--- config.mk ---
export PLATFORM = sky130hd
export DESIGN_NAME = salsa12_stream_cipher_core
export DESIGN_NICKNAME = d
export VERILOG_FILES = /design/src/hw/rtl/s12_pkg.sv /design/src/hw/rtl/salsa12_stream_cipher_core.sv /design/src/hw/rtl/s12_front.sv /design/src/hw/rtl/s12_queue.sv /design/src/hw/rtl/s12_rounds.sv /design/src/hw/rtl/s12_back.sv
export VERILOG_INCLUDE_DIRS = /design/src /design/src/hw/rtl
export SDC_FILE = /design/constraint.sdc
export NUM_CORES = 2
export LEC_CHECK = 0
export BUFFER_PORTS_ARGS = -buffer_cell sky130_fd_sc_hd__buf_2
export CAP_MARGIN = 20
export CORE_ASPECT_RATIO = 0.9
export CORE_UTILIZATION = 42
export DETAILED_ROUTE_END_ITERATION = 10
export PLACE_DENSITY = 0.53
export SLEW_MARGIN = 0
export SYNTH_ARGS = -nofsm -noshare
export SYNTH_HDL_FRONTEND = slang
export SYNTH_HIERARCHICAL = 1
export SYNTH_SLANG_ARGS = --single-unit
--- constraint.sdc ---
create_clock -name aclk -period 31.9 [get_ports aclk]
set_input_delay 1.595 -clock aclk [delete_from_list [all_inputs] [get_ports aclk]]
set_output_delay 1.595 -clock aclk [all_outputs]
set_load 0.01 [all_outputs]
--- src/hw/rtl/salsa12_stream_cipher_core_macros.svh ---
// assertion macros for the salsa12 cipher rtl, used by the sequencer
`ifndef SALSA12_STREAM_CIPHER_CORE_MACROS_SVH
`define SALSA12_STREAM_CIPHER_CORE_MACROS_SVH

// same-cycle implication, sampled on aclk, off during reset
`define S12_ASSERT_IMP(name, ante, cons) \
    name: assert property (@(posedge aclk) disable iff (!aresetn) (ante) |-> (cons)) \
        else $error("s12 check failed");

// next-cycle implication, sampled on aclk, off during reset
`define S12_ASSERT_NXT(name, ante, cons) \
    name: assert property (@(posedge aclk) disable iff (!aresetn) (ante) |=> (cons)) \
        else $error("s12 check failed");

`endif

--- src/hw/rtl/s12_pkg.sv ---
// shared types and constants for the salsa12 stream cipher core
`timescale 1ns / 1ps
package s12_pkg;

    localparam int DOUBLE_ROUNDS_DEF = 6;
    localparam int QUEUE_DEPTH_DEF   = 4;

    localparam int S_TDATA_W  = 48;
    localparam int M_TDATA_W  = 8;
    localparam int CFG_IDX_W  = 3;
    localparam int CFG_DATA_W = 64;

    // configuration register indexes
    localparam logic [CFG_IDX_W-1:0] CFG_KEY_LOW    = 3'd0;
    localparam logic [CFG_IDX_W-1:0] CFG_KEY_HIGH   = 3'd1;
    localparam logic [CFG_IDX_W-1:0] CFG_CONST_LOW  = 3'd2;
    localparam logic [CFG_IDX_W-1:0] CFG_CONST_HIGH = 3'd3;
    localparam logic [CFG_IDX_W-1:0] CFG_IV_FIRST   = 3'd4;
    localparam logic [CFG_IDX_W-1:0] CFG_IV_SECOND  = 3'd5;

    localparam logic [31:0] IV_FIRST_RESET  = 32'h9BCEF411;
    localparam logic [31:0] IV_SECOND_RESET = 32'hE091B719;

    localparam logic [6:0] BLOCK_BYTES = 7'd64;

    // sixteen 32-bit words, element i is matrix word i
    typedef logic [15:0][31:0] matrix_t;

    // classified command as it sits in the queue
    typedef struct packed {
        logic        seek;
        logic [7:0]  data_byte;
        logic [31:0] blk;
        logic [5:0]  offset;
    } cmd_t;

    typedef struct packed {
        logic [63:0] key_low;
        logic [63:0] key_high;
        logic [63:0] const_low;
        logic [63:0] const_high;
        logic [31:0] iv_first;
        logic [31:0] iv_second;
    } cfg_t;

endpackage

--- src/hw/rtl/salsa12_stream_cipher_core.sv ---
// top level of the salsa12 byte stream cipher with its configuration registers
//
//  channel  dir  handshake                  payload
//  s_axis   in   s_axis_tvalid/tready       tdata: data_byte, position; tuser: operation
//  m_axis   out  m_axis_tvalid/tready       tdata: out_byte
//  cfg      in   cfg_wr_en (no back-press)  cfg_index, cfg_wdata
//
// a crypt byte with keystream left in the buffer is loaded into the output register once it is free
// a new block goes through a start step, the round steps, the feed-forward add
// and an emit step; a seek goes through the same without the emit and gives no output
// the input stage register and the command queue lie ahead of the sequencer
// reset is synchronous and leaves the stream as after a seek to byte zero
// a stalled output holds only the sequencer's byte emits; the queue keeps taking input until full
`timescale 1ns / 1ps
module salsa12_stream_cipher_core #(
    parameter int DOUBLE_ROUNDS = s12_pkg::DOUBLE_ROUNDS_DEF,
    parameter int QUEUE_DEPTH   = s12_pkg::QUEUE_DEPTH_DEF
) (
    input  logic                           aclk,
    input  logic                           aresetn,
    input  logic                           s_axis_tvalid,
    output logic                           s_axis_tready,
    input  logic [s12_pkg::S_TDATA_W-1:0]  s_axis_tdata,  // data_byte[7:0], position[45:8]
    input  logic                           s_axis_tuser,  // operation
    output logic                           m_axis_tvalid,
    input  logic                           m_axis_tready,
    output logic [s12_pkg::M_TDATA_W-1:0]  m_axis_tdata,  // out_byte[7:0]
    input  logic                           cfg_wr_en,
    input  logic [s12_pkg::CFG_IDX_W-1:0]  cfg_index,
    input  logic [s12_pkg::CFG_DATA_W-1:0] cfg_wdata
);
    import s12_pkg::*;

    cfg_t cfg_reg;
    logic push_valid;
    logic push_ready;
    cmd_t push_data;
    logic q_valid;
    logic q_pop;
    cmd_t q_data;

    // configuration registers, unknown indexes are dropped
    always_ff @(posedge aclk) begin
        if (!aresetn) begin
            cfg_reg.key_low    <= '0;
            cfg_reg.key_high   <= '0;
            cfg_reg.const_low  <= '0;
            cfg_reg.const_high <= '0;
            cfg_reg.iv_first   <= IV_FIRST_RESET;
            cfg_reg.iv_second  <= IV_SECOND_RESET;
        end else if (cfg_wr_en) begin
            unique case (cfg_index)
                CFG_KEY_LOW:    cfg_reg.key_low    <= cfg_wdata;
                CFG_KEY_HIGH:   cfg_reg.key_high   <= cfg_wdata;
                CFG_CONST_LOW:  cfg_reg.const_low  <= cfg_wdata;
                CFG_CONST_HIGH: cfg_reg.const_high <= cfg_wdata;
                CFG_IV_FIRST:   cfg_reg.iv_first   <= cfg_wdata[31:0];
                CFG_IV_SECOND:  cfg_reg.iv_second  <= cfg_wdata[31:0];
                default: begin
                end
            endcase
        end
    end

    s12_front u_front (
        .aclk         (aclk),
        .aresetn      (aresetn),
        .s_axis_tvalid(s_axis_tvalid),
        .s_axis_tready(s_axis_tready),
        .s_axis_tdata (s_axis_tdata),
        .s_axis_tuser (s_axis_tuser),
        .push_valid   (push_valid),
        .push_ready   (push_ready),
        .push_data    (push_data)
    );

    s12_queue #(
        .DEPTH(QUEUE_DEPTH)
    ) u_queue (
        .aclk      (aclk),
        .aresetn   (aresetn),
        .push_valid(push_valid),
        .push_ready(push_ready),
        .push_data (push_data),
        .pop_valid (q_valid),
        .pop_ready (q_pop),
        .pop_data  (q_data)
    );

    s12_back #(
        .DOUBLE_ROUNDS(DOUBLE_ROUNDS)
    ) u_back (
        .aclk         (aclk),
        .aresetn      (aresetn),
        .cfg          (cfg_reg),
        .q_valid      (q_valid),
        .q_pop        (q_pop),
        .q_data       (q_data),
        .m_axis_tvalid(m_axis_tvalid),
        .m_axis_tready(m_axis_tready),
        .m_axis_tdata (m_axis_tdata)
    );

endmodule

--- src/hw/rtl/s12_front.sv ---
// input stage: takes stream transfers and classifies them into commands
`timescale 1ns / 1ps
module s12_front (
    input  logic                          aclk,
    input  logic                          aresetn,
    input  logic                          s_axis_tvalid,
    output logic                          s_axis_tready,
    input  logic [s12_pkg::S_TDATA_W-1:0] s_axis_tdata,  // data_byte[7:0], position[45:8]
    input  logic                          s_axis_tuser,  // operation
    output logic                          push_valid,
    input  logic                          push_ready,
    output s12_pkg::cmd_t                 push_data
);
    import s12_pkg::*;

    logic stage_valid_reg;
    cmd_t stage_reg;
    cmd_t stage_next;

    assign s_axis_tready = !stage_valid_reg || push_ready;
    assign push_valid    = stage_valid_reg;
    assign push_data     = stage_reg;

    // split the position into block number and offset inside the block
    always_comb begin
        stage_next.seek      = s_axis_tuser;
        stage_next.data_byte = s_axis_tdata[7:0];
        stage_next.blk       = s_axis_tdata[45:14];
        stage_next.offset    = s_axis_tdata[13:8];
    end

    always_ff @(posedge aclk) begin
        if (!aresetn) begin
            stage_valid_reg <= 1'b0;
        end else if (s_axis_tready) begin
            stage_valid_reg <= s_axis_tvalid;
        end
    end

    always_ff @(posedge aclk) begin
        if (s_axis_tvalid && s_axis_tready) begin
            stage_reg <= stage_next;
        end
    end

endmodule

--- src/hw/rtl/s12_queue.sv ---
// small command queue between the input stage and the cipher sequencer
`timescale 1ns / 1ps
module s12_queue #(
    parameter int DEPTH = s12_pkg::QUEUE_DEPTH_DEF
) (
    input  logic          aclk,
    input  logic          aresetn,
    input  logic          push_valid,
    output logic          push_ready,
    input  s12_pkg::cmd_t push_data,
    output logic          pop_valid,
    input  logic          pop_ready,
    output s12_pkg::cmd_t pop_data
);
    import s12_pkg::*;

    localparam int PTR_W = $clog2(DEPTH);
    localparam int CNT_W = $clog2(DEPTH + 1);
    localparam logic [PTR_W-1:0] PTR_LAST = PTR_W'(DEPTH - 1);
    localparam logic [CNT_W-1:0] CNT_FULL = CNT_W'(DEPTH);

    cmd_t             mem [DEPTH];
    logic [PTR_W-1:0] wr_ptr_reg;
    logic [PTR_W-1:0] rd_ptr_reg;
    logic [CNT_W-1:0] count_reg;
    logic             do_push;
    logic             do_pop;

    assign push_ready = (count_reg != CNT_FULL);
    assign pop_valid  = (count_reg != '0);
    assign pop_data   = mem[rd_ptr_reg];
    assign do_push    = push_valid && push_ready;
    assign do_pop     = pop_valid && pop_ready;

    always_ff @(posedge aclk) begin
        if (do_push) begin
            mem[wr_ptr_reg] <= push_data;
        end
    end

    // pointers wrap at the depth, count tracks occupancy
    always_ff @(posedge aclk) begin
        if (!aresetn) begin
            wr_ptr_reg <= '0;
            rd_ptr_reg <= '0;
            count_reg  <= '0;
        end else begin
            if (do_push) begin
                wr_ptr_reg <= (wr_ptr_reg == PTR_LAST) ? '0 : wr_ptr_reg + 1'b1;
            end
            if (do_pop) begin
                rd_ptr_reg <= (rd_ptr_reg == PTR_LAST) ? '0 : rd_ptr_reg + 1'b1;
            end
            if (do_push && !do_pop) begin
                count_reg <= count_reg + 1'b1;
            end else if (do_pop && !do_push) begin
                count_reg <= count_reg - 1'b1;
            end
        end
    end

endmodule

--- src/hw/rtl/s12_rounds.sv ---
// salsa round engine: one quarter-round line per cycle on all four quarters
`timescale 1ns / 1ps
module s12_rounds #(
    parameter int DOUBLE_ROUNDS = s12_pkg::DOUBLE_ROUNDS_DEF
) (
    input  logic             aclk,
    input  logic             aresetn,
    input  logic             start,
    input  s12_pkg::matrix_t init,
    output logic             done,
    output s12_pkg::matrix_t ks
);
    import s12_pkg::*;

    localparam int STEPS  = 8 * DOUBLE_ROUNDS;
    localparam int STEP_W = $clog2(STEPS);
    localparam logic [STEP_W-1:0] STEP_LAST = STEP_W'(STEPS - 1);

    localparam logic [1:0] EG_IDLE = 2'd0;
    localparam logic [1:0] EG_RUN  = 2'd1;
    localparam logic [1:0] EG_ADD  = 2'd2;

    // column quarters; rows are handled by transposing after each pass
    localparam logic [3:0][3:0] COL_A = {4'd15, 4'd10, 4'd5, 4'd0};
    localparam logic [3:0][3:0] COL_B = {4'd3, 4'd14, 4'd9, 4'd4};
    localparam logic [3:0][3:0] COL_C = {4'd7, 4'd2, 4'd13, 4'd8};
    localparam logic [3:0][3:0] COL_D = {4'd11, 4'd6, 4'd1, 4'd12};

    logic [1:0]        phase_reg;
    logic [1:0]        phase_next;
    logic [STEP_W-1:0] step_reg;
    logic [STEP_W-1:0] step_next;
    matrix_t           x_reg;
    matrix_t           x_next;
    matrix_t           m_reg;
    matrix_t           m_next;
    matrix_t           y;
    matrix_t           yt;
    logic [31:0]       sum [4];
    logic [31:0]       rot [4];

    // one line of the quarter round, then roles shift a<-b<-c<-d<-a
    always_comb begin
        y = x_reg;
        for (int q = 0; q < 4; q++) begin
            sum[q] = x_reg[COL_A[q]] + x_reg[COL_D[q]];
            unique case (step_reg[1:0])
                2'd0: rot[q] = {sum[q][24:0], sum[q][31:25]};
                2'd1: rot[q] = {sum[q][22:0], sum[q][31:23]};
                2'd2: rot[q] = {sum[q][18:0], sum[q][31:19]};
                2'd3: rot[q] = {sum[q][13:0], sum[q][31:14]};
            endcase
            y[COL_A[q]] = x_reg[COL_B[q]] ^ rot[q];
            y[COL_B[q]] = x_reg[COL_C[q]];
            y[COL_C[q]] = x_reg[COL_D[q]];
            y[COL_D[q]] = x_reg[COL_A[q]];
        end
        for (int i = 0; i < 4; i++) begin
            for (int j = 0; j < 4; j++) begin
                yt[i * 4 + j] = y[j * 4 + i];
            end
        end
    end

    // final feed-forward add
    always_comb begin
        for (int i = 0; i < 16; i++) begin
            ks[i] = x_reg[i] + m_reg[i];
        end
    end

    assign done = (phase_reg == EG_ADD);

    always_comb begin
        phase_next = phase_reg;
        step_next  = step_reg;
        x_next     = x_reg;
        m_next     = m_reg;
        unique case (phase_reg)
            EG_IDLE: begin
                if (start) begin
                    x_next     = init;
                    m_next     = init;
                    step_next  = '0;
                    phase_next = EG_RUN;
                end
            end
            EG_RUN: begin
                x_next    = (step_reg[1:0] == 2'd3) ? yt : y;
                step_next = step_reg + 1'b1;
                if (step_reg == STEP_LAST) begin
                    phase_next = EG_ADD;
                end
            end
            EG_ADD: begin
                phase_next = EG_IDLE;
            end
            default: begin
                phase_next = EG_IDLE;
            end
        endcase
    end

    always_ff @(posedge aclk) begin
        if (!aresetn) begin
            phase_reg <= EG_IDLE;
            step_reg  <= '0;
        end else begin
            phase_reg <= phase_next;
            step_reg  <= step_next;
        end
    end

    always_ff @(posedge aclk) begin
        x_reg <= x_next;
        m_reg <= m_next;
    end

endmodule

--- src/hw/rtl/s12_back.sv ---
// cipher sequencer: block counter, keystream buffer and output register
`timescale 1ns / 1ps
`include "salsa12_stream_cipher_core_macros.svh"
module s12_back #(
    parameter int DOUBLE_ROUNDS = s12_pkg::DOUBLE_ROUNDS_DEF
) (
    input  logic                          aclk,
    input  logic                          aresetn,
    input  s12_pkg::cfg_t                 cfg,
    input  logic                          q_valid,
    output logic                          q_pop,
    input  s12_pkg::cmd_t                 q_data,
    output logic                          m_axis_tvalid,
    input  logic                          m_axis_tready,
    output logic [s12_pkg::M_TDATA_W-1:0] m_axis_tdata  // out_byte
);
    import s12_pkg::*;

    localparam logic [1:0] ST_IDLE = 2'd0;
    localparam logic [1:0] ST_WAIT = 2'd1;
    localparam logic [1:0] ST_EMIT = 2'd2;

    logic [1:0]      state_reg;
    logic [1:0]      state_next;
    logic [63:0]     counter_reg;
    logic [63:0]     counter_next;
    logic [6:0]      bytes_left_reg;
    logic [6:0]      bytes_left_next;
    cmd_t            cur_reg;
    cmd_t            cur_next;
    matrix_t         ks_reg;
    logic            m_valid_reg;
    logic [7:0]      m_data_reg;

    logic            out_free;
    logic            load_out;
    logic [7:0]      out_src;
    logic            eng_start;
    logic            eng_done;
    logic [63:0]     start_ctr;
    matrix_t         init;
    matrix_t         ks;
    logic [6:0]      used;
    logic [5:0]      idx;
    logic [3:0][7:0] ks_word;
    logic            crypt_block_done;
    logic            emit_full_block;

    assign m_axis_tvalid = m_valid_reg;
    assign m_axis_tdata  = m_data_reg;
    assign out_free      = !m_valid_reg || m_axis_tready;

    // next keystream byte, little-endian inside each word
    assign used    = BLOCK_BYTES - bytes_left_reg;
    assign idx     = used[5:0];
    assign ks_word = ks_reg[idx[5:2]];

    // state matrix for the block about to be made
    always_comb begin
        init[0]  = cfg.const_low[31:0];
        init[1]  = cfg.key_low[31:0];
        init[2]  = cfg.key_low[63:32];
        init[3]  = cfg.key_high[31:0];
        init[4]  = cfg.key_high[63:32];
        init[5]  = cfg.const_low[63:32];
        init[6]  = cfg.iv_first;
        init[7]  = cfg.iv_second;
        init[8]  = start_ctr[31:0];
        init[9]  = start_ctr[63:32];
        init[10] = cfg.const_high[31:0];
        init[11] = cfg.key_low[31:0];
        init[12] = cfg.key_low[63:32];
        init[13] = cfg.key_high[31:0];
        init[14] = cfg.key_high[63:32];
        init[15] = cfg.const_high[63:32];
    end

    s12_rounds #(
        .DOUBLE_ROUNDS(DOUBLE_ROUNDS)
    ) u_rounds (
        .aclk   (aclk),
        .aresetn(aresetn),
        .start  (eng_start),
        .init   (init),
        .done   (eng_done),
        .ks     (ks)
    );

    // sequencer: buffered bytes go straight out, otherwise make a block first; a seek only makes its block
    always_comb begin
        state_next      = state_reg;
        counter_next    = counter_reg;
        bytes_left_next = bytes_left_reg;
        cur_next        = cur_reg;
        q_pop           = 1'b0;
        eng_start       = 1'b0;
        start_ctr       = counter_reg;
        load_out        = 1'b0;
        out_src         = cur_reg.data_byte;
        unique case (state_reg)
            ST_IDLE: begin
                if (q_valid) begin
                    if (!q_data.seek && bytes_left_reg != 7'd0) begin
                        if (out_free) begin
                            q_pop           = 1'b1;
                            load_out        = 1'b1;
                            out_src         = q_data.data_byte;
                            bytes_left_next = bytes_left_reg - 7'd1;
                        end
                    end else begin
                        q_pop     = 1'b1;
                        eng_start = 1'b1;
                        cur_next  = q_data;
                        if (q_data.seek) begin
                            start_ctr = {32'd0, q_data.blk};
                        end
                        counter_next = start_ctr;
                        state_next   = ST_WAIT;
                    end
                end
            end
            ST_WAIT: begin
                if (eng_done) begin
                    counter_next = counter_reg + 64'd1;
                    if (cur_reg.seek) begin
                        bytes_left_next = BLOCK_BYTES - {1'b0, cur_reg.offset};
                        state_next      = ST_IDLE;
                    end else begin
                        bytes_left_next = BLOCK_BYTES;
                        state_next      = ST_EMIT;
                    end
                end
            end
            ST_EMIT: begin
                if (out_free) begin
                    load_out        = 1'b1;
                    bytes_left_next = bytes_left_reg - 7'd1;
                    state_next      = ST_IDLE;
                end
            end
            default: begin
                state_next = ST_IDLE;
            end
        endcase
    end

    always_ff @(posedge aclk) begin
        if (!aresetn) begin
            state_reg      <= ST_IDLE;
            counter_reg    <= '0;
            bytes_left_reg <= '0;
            m_valid_reg    <= 1'b0;
        end else begin
            state_reg      <= state_next;
            counter_reg    <= counter_next;
            bytes_left_reg <= bytes_left_next;
            if (load_out) begin
                m_valid_reg <= 1'b1;
            end else if (m_axis_tready) begin
                m_valid_reg <= 1'b0;
            end
        end
    end

    // payload registers
    always_ff @(posedge aclk) begin
        cur_reg <= cur_next;
        if (eng_done) begin
            ks_reg <= ks;
        end
        if (load_out) begin
            m_data_reg <= out_src ^ ks_word[idx[1:0]];
        end
    end

    // a crypt block finishing must be followed by emitting its first byte
    assign crypt_block_done = (state_reg == ST_WAIT) && eng_done && !cur_reg.seek;
    assign emit_full_block  = (state_reg == ST_EMIT) && (bytes_left_reg == BLOCK_BYTES);

    `S12_ASSERT_IMP(a_emit_has_bytes, load_out, bytes_left_reg != 7'd0)
    `S12_ASSERT_IMP(a_start_from_idle, eng_start, state_reg == ST_IDLE)
    `S12_ASSERT_IMP(a_done_while_waiting, eng_done, state_reg == ST_WAIT)
    `S12_ASSERT_IMP(a_bytes_in_range, 1'b1, bytes_left_reg <= BLOCK_BYTES)
    `S12_ASSERT_NXT(a_fresh_block_emits, crypt_block_done, emit_full_block)

endmodule

==> results_dict.tcl <==
set metrics [dict create \
    grtUsageTotal_pct 37.9 \
    fin_crit_sh_pct 23.6 \
    rr_worst_depth 13 \
    dp_hpwl_mm 435 \
    grt_pass1_vias 86800 \
    reg2reg_slack_ns 24.36 \
    ys_async_sr_fraction_pct 0 \
    insertion_delay_ns 0.95 \
    die-area_um2 288000 \
    yosysSeqAreaShare_pct 51.7 \
    final_nets 11700 \
    path_clk_slew_ns 0.07 \
    mappedNetlistNets 11600 \
    die_y_um 509 \
    route.detailed.drc 0 \
    maxSlewHeadroom_pct 3.00 \
    end_kind "flip-flop" \
    finalHoldViolations 0 \
    start_kind "flip-flop" \
    grt_pass1_wl_mm 740 \
    drtIter0Drc 14700 \
    area_growth_syn_to_layout_pct 11.4 \
    dpl_cell_area_um2 125000 \
    layout_min_cycle_time_ns 7.54 \
    netlist_instances 10800 \
    antenna_found_initial 78 \
    rsz0062_at_grt "false" \
    syn_area_um2 120000 \
    final_area_um2 134000 \
    finalClockSkew_ns 0.0788 \
    antenna_left 0 \
    min_from "cfg_reg[165]$_SDFFE_PN0P_" \
    numClockSinks 2206 \
    post_cts_resized 0 \
    worst_pin_slew_ns 1.45 \
    rows 185 \
    timing.rr.start "u_back/bytes_left_reg[0]$_SDFFE_PN0P_" \
    hold_path.class "flip-flop to flip-flop" \
    final_common_cell "edfxtp_1" \
    drv_cap 0 \
    finalNonFillerCells 14900 \
    worstPathArrival_ns 8.04 \
    cts_buffers 244 \
    place.gp.congestion 1.06 \
    synth_edf_count 1794 \
    postCtsSetupRepairBufs 0 \
    run_status "complete, no violations" \
    drt_wl_total_mm 559 \
    reg2reg_to "u_back/u_rounds/x_reg[402]$_DFFE_PP_" \
    core-area_um2 283000 \
    ys.flop_type "edfxtp_1" \
    path_class "flip-flop to flip-flop" \
    slew_viol_final 0 \
    ctsHtreeMaxLevel 4 \
    grt_max_degree 224 \
    final-setup-viol-count 0 \
    dp_cells 14400 \
    dr_total_vias 95400 \
    drive_gt1_share_pct 9.01 \
    ioPinCount 131 \
    clockBufferDepth 4 \
    start_util_pct 42.4 \
    hold_end "u_back/u_rounds/m_reg[165]$_DFFE_PP_" \
    max_freq_mhz 133 \
    wl_per_cell_um 37.5 \
    cts_tree "done" \
    layout_common_cells "edfxtp_1, nand2_1, o21ai_0" \
    cts_root_buf "clkbuf_16" \
    gr-total-overflow 0 \
    worstPathMaxFanout 141 \
    hold_depth 0 \
    avgSynthCellArea_um2 11.1 \
    worstPathRequired_ns 32.39 \
    yosysWarnings 6 \
    drtPass1Iterations 6 \
    hold_buffers 0 \
    die_w_um 566 \
    fill_cells 26000 \
    setup_tns_ns 0 \
    portBuffers 128 \
    yosysUniqueCellTypes 117 \
    synth_seq_cells 2206 \
    vias_per_cell 6.40 \
    postLayoutCoreUtil_pct 47.2 \
]
## per-layer routing
| metal | GRT usage (%) | part of all wire, % |
|---|---|---|
| met2 | 54.5 | 41 |
| met5 | 0 | 0.028 |
| met1 | 53.8 | 42 |
| met4 | 16.3 | 5.0 |
| met3 | 9.44 | 11 |
## layout make-up
| class | instances | area [um2] | area share [%] |
|---|---|---|---|
| repair buffers | 346 | 2410 | 1.80 |
| clock buffers | 331 | 7040 | 5.26 |
| clock inverters | 123 | 1340 | 1.00 |
| flip-flops and latches | 2206 | 62100 | 46.4 |
| inverters | 214 | 821 | 0.614 |
| diodes | 13 | 32.5 | 0.0243 |
| multi-input cells | 7930 | 55300 | 41.4 |
| well taps | 3740 | 4680 | 3.50 |
## metrics by stage
stage	hold WS (ns)	setup WS (ns)
after floorplan	0.426	5.47
after global placement	0.435	24.58
after detailed placement	0.440	24.54
after CTS	0.451	24.45
after global routing	0.469	24.18
final	0.450	24.36
## how the worst max path moves through the flow
stage	startpoint	to	slack, ns	cells past startpoint
floorplan	u_back/u_rounds/phase_reg[0]$_SDFFE_PN0P_	u_back/counter_reg[40]$_SDFFE_PN0P_	5.47	8
global placement	u_back/bytes_left_reg[0]$_SDFFE_PN0P_	u_back/u_rounds/x_reg[401]$_DFFE_PP_	24.58	13
detailed placement	u_back/bytes_left_reg[0]$_SDFFE_PN0P_	u_back/u_rounds/x_reg[242]$_DFFE_PP_	24.54	13
CTS	u_back/bytes_left_reg[0]$_SDFFE_PN0P_	u_back/u_rounds/x_reg[107]$_DFFE_PP_	24.45	13
global route	u_back/bytes_left_reg[0]$_SDFFE_PN0P_	u_back/u_rounds/x_reg[210]$_DFFE_PP_	24.18	13
finish	u_back/bytes_left_reg[0]$_SDFFE_PN0P_	u_back/u_rounds/x_reg[402]$_DFFE_PP_	24.36	13
## cells by family (layout without fill, tap and decap cells)
group,Yosys count,after routing,synth area share [%]
DFF,2206,2206,51.7
xor gates and xnor gates,715,715,5.22
and+or+nand+nor,3029,3029,11.3
muxes,873,873,8.42
AOI/OAI and AO/OA,2659,2659,13.9
adders and majority gates,654,654,6.95
buffers and inverters,690,1014,2.49
other,0,13,0
## worst max-delay path, cell delays in order (launching register included)
cell      delay, ns
dfxtp_1        0.30
buf_4          0.26
clkinv_1       0.56
ha_1           0.45
nor2b_1        0.29
a31oi_1        0.22
nor2_1         0.34
nand2_1        0.31
inv_8          0.49
nor2_1         0.30
inv_8          0.69
buf_4          0.75
buf_4          0.82
buf_12         0.46
## synth_stat cells (all sizes together), types with 26 or more instances
cell type  number  area share [%]
or3            50            0.26
a21o          225             1.4
a211oi         48            0.31
mux4          109             2.0
and3           64            0.34
nand4          92            0.48
a31oi         105            0.58
nor3          123            0.52
dfxtp         412             6.9
inv           211            0.66
a21oi         666             2.8
o31ai          36            0.23
mux2i         761             6.3
nor2          460             1.4
a221o          26            0.22
xor2          230             1.7
nor4           33            0.19
nand2b         89            0.47
o211ai         49            0.31
nor2b         131            0.68
nand2        1607             5.0
edfxtp       1794              45
and2           69            0.37
nand3         215            0.90
xnor2         485             3.5
buf           141            0.77
o21ai         897             3.8
clkbuf        335             1.0
o22ai          28            0.15
a221oi        117            0.86
o21bai         64            0.40
o21a          118            0.74
ha            633             6.6
Power is left out: the tool's default activity adds up to more than one toggle a clock period on the data nets, which glitch-free logic cannot reach.
